<file path="src/rtl/multi_keyword_byte_matcher_macros.svh">
// -----------------------------------------------------------------------------
// Assertion macros for the multi-keyword byte matcher
// Concurrent assertion wrappers that compile away when SYNTH is defined.
// -----------------------------------------------------------------------------
`ifndef MULTI_KEYWORD_BYTE_MATCHER_MACROS_SVH
`define MULTI_KEYWORD_BYTE_MATCHER_MACROS_SVH

`ifndef SYNTH
// Same-cycle implication, sampled on i_clk, off while reset is asserted.
`define MKBM_ASSERT_IMP(lbl, ante, cons) \
    lbl: assert property (@(posedge i_clk) disable iff (!i_rst_n) (ante) |-> (cons)) \
        else $error("mkbm assertion failed");
// Next-cycle implication, sampled on i_clk, off while reset is asserted.
`define MKBM_ASSERT_NXT(lbl, ante, cons) \
    lbl: assert property (@(posedge i_clk) disable iff (!i_rst_n) (ante) |=> (cons)) \
        else $error("mkbm assertion failed");
`else
`define MKBM_ASSERT_IMP(lbl, ante, cons)
`define MKBM_ASSERT_NXT(lbl, ante, cons)
`endif

`endif

</file>
<file path="src/rtl/mkbm_pkg.sv">
// -----------------------------------------------------------------------------
// Multi-keyword byte matcher package
// Sizes, item mode codes and the records passed between front and back.
// -----------------------------------------------------------------------------
package mkbm_pkg;

    localparam int NUM_KEYWORDS = 16;
    localparam int MAX_LEN      = 32;

    // Fixed field widths of the item and result transfers.
    localparam int MODE_W = 2;
    localparam int SLOT_W = 4;
    localparam int POS_W  = 5;
    localparam int BYTE_W = 8;
    localparam int LEN_W  = 6;
    localparam int OFS_W  = 32;

    localparam int SEEN_W    = $clog2(MAX_LEN + 1);
    localparam int KPOS_W    = (MAX_LEN > 1) ? $clog2(MAX_LEN) : 1;
    localparam int KEY_IDX_W = (NUM_KEYWORDS > 1) ? $clog2(NUM_KEYWORDS) : 1;
    localparam int PB_DEPTH  = NUM_KEYWORDS * MAX_LEN;
    localparam int PB_ADDR_W = (PB_DEPTH > 1) ? $clog2(PB_DEPTH) : 1;

    // The queue pointers wrap naturally, so the depth is a power of two.
    localparam int QUEUE_DEPTH = 4;
    localparam int QPTR_W      = (QUEUE_DEPTH > 1) ? $clog2(QUEUE_DEPTH) : 1;
    localparam int QCNT_W      = $clog2(QUEUE_DEPTH + 1);

    localparam logic [MODE_W-1:0] MODE_KEY_BYTE = 2'd0;
    localparam logic [MODE_W-1:0] MODE_KEY_LEN  = 2'd1;
    localparam logic [MODE_W-1:0] MODE_SCAN     = 2'd2;
    localparam logic [MODE_W-1:0] MODE_RESTART  = 2'd3;

    localparam logic [OFS_W-1:0] OFFSET_MAX = '1;

    // One scanned byte that hit at least one keyword.
    typedef struct packed {
        logic [NUM_KEYWORDS-1:0]            mask;
        logic [OFS_W-1:0]                   here;
        logic [NUM_KEYWORDS-1:0][LEN_W-1:0] lens;
    } t_scan_res;

    typedef struct packed {
        logic full;
        logic empty;
    } t_q_status;

endpackage

</file>
<file path="src/rtl/mkbm_queue.sv">
// -----------------------------------------------------------------------------
// Matcher hit queue
// Small circular buffer of hit records between the front and back ends.
// -----------------------------------------------------------------------------
module mkbm_queue
    import mkbm_pkg::*;
(
    input  logic      i_clk,
    input  logic      i_rst_n,
    input  logic      i_push,
    input  t_scan_res i_push_data,
    input  logic      i_pop,
    output t_scan_res o_head,
    output t_q_status o_status
);

    t_scan_res         r_mem [QUEUE_DEPTH];
    logic [QPTR_W-1:0] r_wr_ptr;
    logic [QPTR_W-1:0] r_rd_ptr;
    logic [QCNT_W-1:0] r_count;

    assign o_head          = r_mem[r_rd_ptr];
    assign o_status.full   = (r_count == QCNT_W'(QUEUE_DEPTH));
    assign o_status.empty  = (r_count == '0);

    always_ff @(posedge i_clk) begin
        if (!i_rst_n) begin
            r_wr_ptr <= '0;
            r_rd_ptr <= '0;
            r_count  <= '0;
        end else begin
            if (i_push) begin
                r_wr_ptr <= r_wr_ptr + 1'b1;
            end
            if (i_pop) begin
                r_rd_ptr <= r_rd_ptr + 1'b1;
            end
            case ({i_push, i_pop})
                2'b10:   r_count <= r_count + 1'b1;
                2'b01:   r_count <= r_count - 1'b1;
                default: r_count <= r_count;
            endcase
        end
    end

    always_ff @(posedge i_clk) begin
        if (i_push) begin
            r_mem[r_wr_ptr] <= i_push_data;
        end
    end

endmodule

</file>
<file path="config.mk">
export PLATFORM = sky130hd
export DESIGN_NAME = mkbm_queue
export DESIGN_NICKNAME = d
export VERILOG_FILES = /design/src/rtl/multi_keyword_byte_matcher_macros.svh /design/src/rtl/mkbm_pkg.sv /design/src/rtl/mkbm_queue.sv
export SDC_FILE = /design/constraint.sdc
export NUM_CORES = 1
export LEC_CHECK = 0
export ABC_AREA = 1
export BUFFER_PORTS_ARGS = -buffer_cell sky130_fd_sc_hd__clkbuf_2
export CAP_MARGIN = 20
export CORE_ASPECT_RATIO = 1.4
export CORE_MARGIN = 2
export CORE_UTILIZATION = 47
export CTS_CLUSTER_DIAMETER = 40
export DETAILED_ROUTE_END_ITERATION = 16
export PLACE_DENSITY = 0.78
export SETUP_SLACK_MARGIN = 0.4
export SLEW_MARGIN = 0
export SYNTH_ARGS = -nofsm -noshare
export SYNTH_HDL_FRONTEND = slang
export SYNTH_SLANG_ARGS = --single-unit
</file>
<file path="constraint.sdc">
create_clock -name i_clk -period 4.1 [get_ports i_clk]
set_input_delay 0.205 -clock i_clk [delete_from_list [all_inputs] [get_ports i_clk]]
set_output_delay 0.205 -clock i_clk [all_outputs]
set_load 0.005 [all_outputs]
</file>
==> results of run 1 <==
[layer usage]
layer	wire length [um]	GRT usage
met5	13	0
met4	1695	0.08071
met3	3810	0.04399
met2	26510	0.3627
met1	19080	0.2464
[path summary, 6_finish.rpt]
kind                             startpoint      endpoint  slack [ps]  cells after the start
worst max-delay path                   flop    o_head[27]         990                      5
worst max register to register  r_wr_ptr[0]  r_mem[3][59]        1760                      4
worst min-delay path                 i_push   r_wr_ptr[0]          80                      3
worst min register to register  r_rd_ptr[1]          flop         430                      1
[layout make-up]
class | count | area (um2) | area share
sequential | 585 | 17480 | 0.6462
multi-input combinational | 753 | 3627 | 0.1341
timing repair buffer | 457 | 3201 | 0.1183
clock buffer | 65 | 1456 | 0.05383
tap | 617 | 772.0 | 0.02853
clock inverter | 38 | 417.9 | 0.01545
inverter | 17 | 88.84 | 0.003283
antenna | 4 | 10.01 | 0.0003699
[registers in the layout (all words and copies together), names as in the netlist, named ones only]
name	flops
r_count	3
r_wr_ptr	2
r_mem	576
r_rd_ptr	2
[worst reg2reg max path, delay by kind of cell, from the launching register on]
family	cells	cell delay [ps]
adder cells (fa/ha/maj)	1	200
buffers and inverters	2	1370
flip-flops	1	330
AND/OR/NAND/NOR	1	100
[placed cells by master, fill, tap and decap left out, drive strengths merged]
master	instances
clkbuf	358
bufinv	6
nand2	9
o22ai	144
edfxtp	576
diode	4
nor2	291
buf	18
clkinv	24
ha	5
clkinvlp	7
dfxtp	9
fa	1
a21oi	5
o21ai	294
nand3	1
nor3	2
nand4	1
dlygate4sd3	146
inv	18
[cell families after synthesis]
kind of cell | share of synthesized area
AO/OA/AOI/OAI | 0.1100
adder cells (fa/ha/maj) | 0.003791
buffers and inverters | 0.03124
flip-flops | 0.8023
AND/OR/NAND/NOR | 0.05267
[power by group through the flow]
stage | clock network, mW | registers (mW) | logic [mW]
6_report | 5.19 | 6.92 | 1.20
5_1_grt | 5.48 | 6.94 | 1.32
4_1_cts | 5.23 | 6.92 | 1.20
3_5_place_dp | 0 | 7.05 | 1.08
3_3_place_gp | 0 | 7.03 | 1.04
2_1_floorplan | 0 | 7.02 | 0.587
[stage by stage]
stage	hold slack (ps)	cell area, um2	power (mW)
floorplan	303.9	21800	7.611
global placement	411.7	23710	8.072
detailed placement	421.1	23710	8.123
CTS	60.05	27050	13.34
global route	121.6	27050	13.74
finish	79.87	27060	13.31
==> flow_metrics.env, run 1 <==
export IMPL_fp_dieH_um=258.7
export IMPL_grt_pass1_wl_um=76650
export IMPL_min_path_type="primary input to flop"
export IMPL_comb_power_share=0.090
export IMPL_fin_cells=2536
export IMPL_cp_slowest_cell="inv_8"
export IMPL_arrival_ps=2900
export IMPL_swShare=0.2296
export IMPL_yosysTopAreaCellShare=0.7940
export IMPL_yosys_warnings=0
export IMPL_ios=294
export IMPL_die_w_um=186.0
export IMPL_ir_worst_vdd_mv=0.4100
export IMPL_hpwl_um=26550
export IMPL_post_cts_buffers=0
export IMPL_finalWorstPathRequiredPeriod_ps=3109
export IMPL_n_fill_cell=3350
export IMPL_finalHoldViolCount=0
export IMPL_rows=93
export IMPL_grt_max_degree=174
export IMPL_ys_ff_latch=585
export IMPL_gp_congestion=0.7570
export IMPL_drtAntennaViolNets=0
export IMPL_synth_edff_count=576
export IMPL_clk_pin_slew_ps=60
export IMPL_ys_seq_area_frac=0.8023
export IMPL_yosysTopAreaCell="edfxtp_1"
export IMPL_drive_gt1_frac=0.2125
export IMPL_coreArea_um2=45850
export IMPL_drt_first_pass_iters=5
export IMPL_maxCapViolations=0
export IMPL_switchingPower_mw=3.057
export IMPL_tightest_slew_ps=1016
export IMPL_via_per_inst=5.510
export IMPL_grt_pass1_vias=14270
export IMPL_critPathLaunchType="flop"
export IMPL_p_per_area_nw_per_um2=492.1
export IMPL_grt_overflow_total=0
export IMPL_dieArea_um2=48110
export IMPL_cts_made_buffers=56
export IMPL_synth_top_flop_cell="edfxtp_1"
export IMPL_final_setup_viol_count=0
export IMPL_wl_per_cell_um=20.15
export IMPL_syn_avg_cell_area_um2=15.03
export IMPL_area_growth_pct=24.20
export IMPL_synthesis_area_um2=21780
export IMPL_cp_required_ps=3890
export IMPL_cp_cell_sequence="inv_8, buf_4, o21ai_0, o22ai_1, clkbuf_2"
export IMPL_final_util=0.5902
export IMPL_timing_worst_setup_path_type="flop to output pin"
export IMPL_ctsResizeCount=0
export IMPL_end_kind="output pin"
export IMPL_clockPowerShare=0.390
export IMPL_drtIter0Drc=1214
export IMPL_track_usage=0.2062
export IMPL_leakage_nw=9.503
export IMPL_synth_area_leaders="edfxtp_1 79%, o21ai_0 5.5%, nor2_1 5.0%"
export IMPL_p_int_mw=10.26
export IMPL_clock_latency_ps=580
export IMPL_finalWirelength_um=51100
export IMPL_ys_types=23
export IMPL_fin_worst_skew_ps=17.32
export IMPL_async_reset_ff_frac=0
export IMPL_finalSetupTns_ps=0
export IMPL_clockBufferDepth=3
export IMPL_yosys_top_cells_count="576 x edfxtp_1, 291 x nor2_1, 240 x o21ai_0, 144 x o22ai_1, 54 x o21ai_1"
export IMPL_slowest_delay_ps=640
export IMPL_pwr_share_seq=0.520
export IMPL_rsz0062_at_grt="false"
export IMPL_slew_headroom=0.3215
export IMPL_antenna_found_initial=2
export IMPL_crit_fanout=136
export IMPL_io_buffers=293
export IMPL_status="finished, final reports clean"
export IMPL_worst_slack_ps=991.2
export IMPL_cts_hold_buf=146
export IMPL_synth_most_common_cell="edfxtp_1"
export IMPL_nNetsFinal=2024
export IMPL_cts_sinks=585
export IMPL_drc_errors=0
export IMPL_synth_cells=1449
export IMPL_htreeDepth=2
export IMPL_route_vias_total=13970
export IMPL_initial_core_util=0.4752
export IMPL_pre_cts_slack_ps=1607
export IMPL_syn_num_nets=1603
export IMPL_slew_violations=0
export IMPL_fin_crit_sh=0.7583
export IMPL_cts_tree="built"
export IMPL_crit_buf_inv=3
export IMPL_max_freq_mhz=321.7
export IMPL_place_inst=2283
export IMPL_crit_family="buffers and inverters"
export IMPL_cts_root_buffer="clkbuf_16"
Note: power is estimated with default switching activity, not from simulation.
==> run 2, diff against run 1 <==
--- a/config.mk
+++ b/config.mk
@@ -13,7 +13,7 @@
 export CORE_UTILIZATION = 47
 export CTS_CLUSTER_DIAMETER = 40
 export DETAILED_ROUTE_END_ITERATION = 16
-export PLACE_DENSITY = 0.78
+export PLACE_DENSITY = 0.75
 export SETUP_SLACK_MARGIN = 0.4
 export SLEW_MARGIN = 0
 export SYNTH_ARGS = -nofsm -noshare
==> constraint.sdc (replaced) <==
create_clock -name i_clk -period 3.2 [get_ports i_clk]
set_input_delay 0.16 -clock i_clk [delete_from_list [all_inputs] [get_ports i_clk]]
set_output_delay 0.16 -clock i_clk [all_outputs]
set_load 0.005 [all_outputs]
==> flow_metrics.env, run 2 (synthesized netlist as in run 1, its figures left out) <==
export IMPL_rsz0062_at_grt="false"
export IMPL_hpwl_um=26110
export IMPL_use_met1=0.2208
export IMPL_finalWorstPathRequiredPeriod_ps=2645
export IMPL_cp_required_ps=3040
export IMPL_min_path_type="primary input to flop"
export IMPL_grt_overflow_total=0
export IMPL_die_w_um=186.0
export IMPL_slew_headroom=0.3250
export IMPL_nNetsFinal=2026
export IMPL_maxCapViolations=0
export IMPL_fin_worst_skew_ps=23.15
export IMPL_grt_met3_usage=0.04581
export IMPL_htreeDepth=2
export IMPL_grt_busiest_layer="met2"
export IMPL_finalHoldViolCount=0
export IMPL_track_usage=0.2035
export IMPL_cts_sinks=585
export IMPL_gp_congestion=0.7433
export IMPL_grt_max_degree=185
export IMPL_pre_cts_slack_ps=1038
export IMPL_via_per_inst=5.457
export IMPL_worst_slack_ps=555.2
export IMPL_wl_per_cell_um=19.86
export IMPL_swShare=0.2273
export IMPL_pwr_share_seq=0.518
export IMPL_critPathLaunchType="flop"
export IMPL_leakage_nw=9.533
export IMPL_drtIter0Drc=1004
export IMPL_rows=93
export IMPL_drc_errors=0
export IMPL_timing_worst_setup_path_type="flop to output pin"
export IMPL_layout_common_cells="576 x edfxtp_1, 293 x clkbuf_2, 291 x nor2_1"
export IMPL_dieArea_um2=48110
export IMPL_p_int_mw=13.22
export IMPL_tightest_slew_ps=1013
export IMPL_grt_pass1_vias=14640
export IMPL_arrival_ps=2480
export IMPL_drive_gt1_frac=0.2195
export IMPL_fin_crit_sh=0.8265
export IMPL_slew_violations=0
export IMPL_n_fill_cell=3348
export IMPL_whs_ps=40.69
export IMPL_fp_dieH_um=258.7
export IMPL_top_regs="r_mem: 576 flops, r_count: 3 flops"
export IMPL_layout_commonest_cell="edfxtp_1"
export IMPL_coreArea_um2=45850
export IMPL_largest_register_ffs=576
export IMPL_max_freq_mhz=378.1
export IMPL_use_met2=0.3768
export IMPL_seq_area_um2=17490
export IMPL_finalSetupTns_ps=0
export IMPL_io_buffers=293
export IMPL_crit_fanout=49
export IMPL_multiInputGateArea_um2=3645
export IMPL_final_setup_viol_count=0
export IMPL_antenna_found_initial=2
export IMPL_area_growth_pct=24.46
export IMPL_status="finished, final reports clean"
export IMPL_ff2ff_setup_slack_ps=1400
export IMPL_clk_pin_slew_ps=60
export IMPL_clockPowerShare=0.391
export IMPL_p_per_area_nw_per_um2=630.9
export IMPL_switchingPower_mw=3.888
export IMPL_cts_made_buffers=57
export IMPL_largest_register="r_mem"
export IMPL_drtAntennaViolNets=0
export IMPL_finalWirelength_um=50360
export IMPL_route_vias_total=13840
export IMPL_grt_pass1_wl_um=75420
export IMPL_drt_first_pass_iters=5
export IMPL_initial_core_util=0.4752
export IMPL_cts_root_buffer="clkbuf_16"
export IMPL_clockBufferDepth=3
export IMPL_post_cts_buffers=0
export IMPL_comb_power_share=0.091
export IMPL_ir_worst_vdd_mv=0.6734
export IMPL_cts_tree="built"
export IMPL_ios=294
export IMPL_end_kind="output pin"
export IMPL_clock_latency_ps=580
[run 2: worst max-delay path, cell delays in order (launching register included)]
cell and delay (ps):
dfxtp_4 520, inv_6 360, buf_4 400, o21ai_0 170, o22ai_1 240, clkbuf_2 170
[run 2: cell type report]
class,instances,area share
sequential,585,0.6449
multi-input combinational,753,0.1344
timing repair buffer,458,0.1180
clock buffer,65,0.05450
tap,617,0.02847
clock inverter,40,0.01620
inverter,17,0.003369
antenna,1,0.00009229
[run 2: power by group through the flow]
stage	logic [mW]	registers, mW	clock network, mW
final	1.56	8.85	6.69
after global routing	1.72	8.87	7.10
after CTS	1.56	8.85	6.80
after detailed placement	1.40	9.01	0
after global placement	1.35	8.99	0
after floorplan	0.755	9.00	0
[run 2: repair_timing]
action / in CTS / in global routing
hold buffers: 146 / 0
endpoints found under the hold margin: 585 / 0
gates resized for setup: 0 / 2
endpoints found under the setup margin: 0 / 9
[run 2: per-stage QoR]
step | util | cells | area (um2) | power [mW]
2_1_floorplan | - | 1449 | 21820 | 9.755
3_3_place_gp | 0.5175 | 2284 | 23730 | 10.35
3_5_place_dp | 0.5175 | 2284 | 23730 | 10.41
4_1_cts | 0.5912 | 2535 | 27100 | 17.21
5_1_grt | 0.5914 | 2536 | 27110 | 17.69
6_report | 0.5914 | 2536 | 27110 | 17.11
[run 2: routing by layer]
layer  share of wire  vias up
li1                -     6356
met1            0.36     6825
met2            0.54      537
met3           0.067      119
met4           0.033        2
met5         0.00022        -
[run 2: path summary, 6_finish.rpt]
path	end	start	depth (start not counted)
setup reg to reg	r_mem[2][22]	r_wr_ptr[0]	5
hold / removal	r_wr_ptr[1]	i_push	3
setup / recovery	o_head[6]	flop	5
hold reg to reg	flop	r_rd_ptr[1]	1
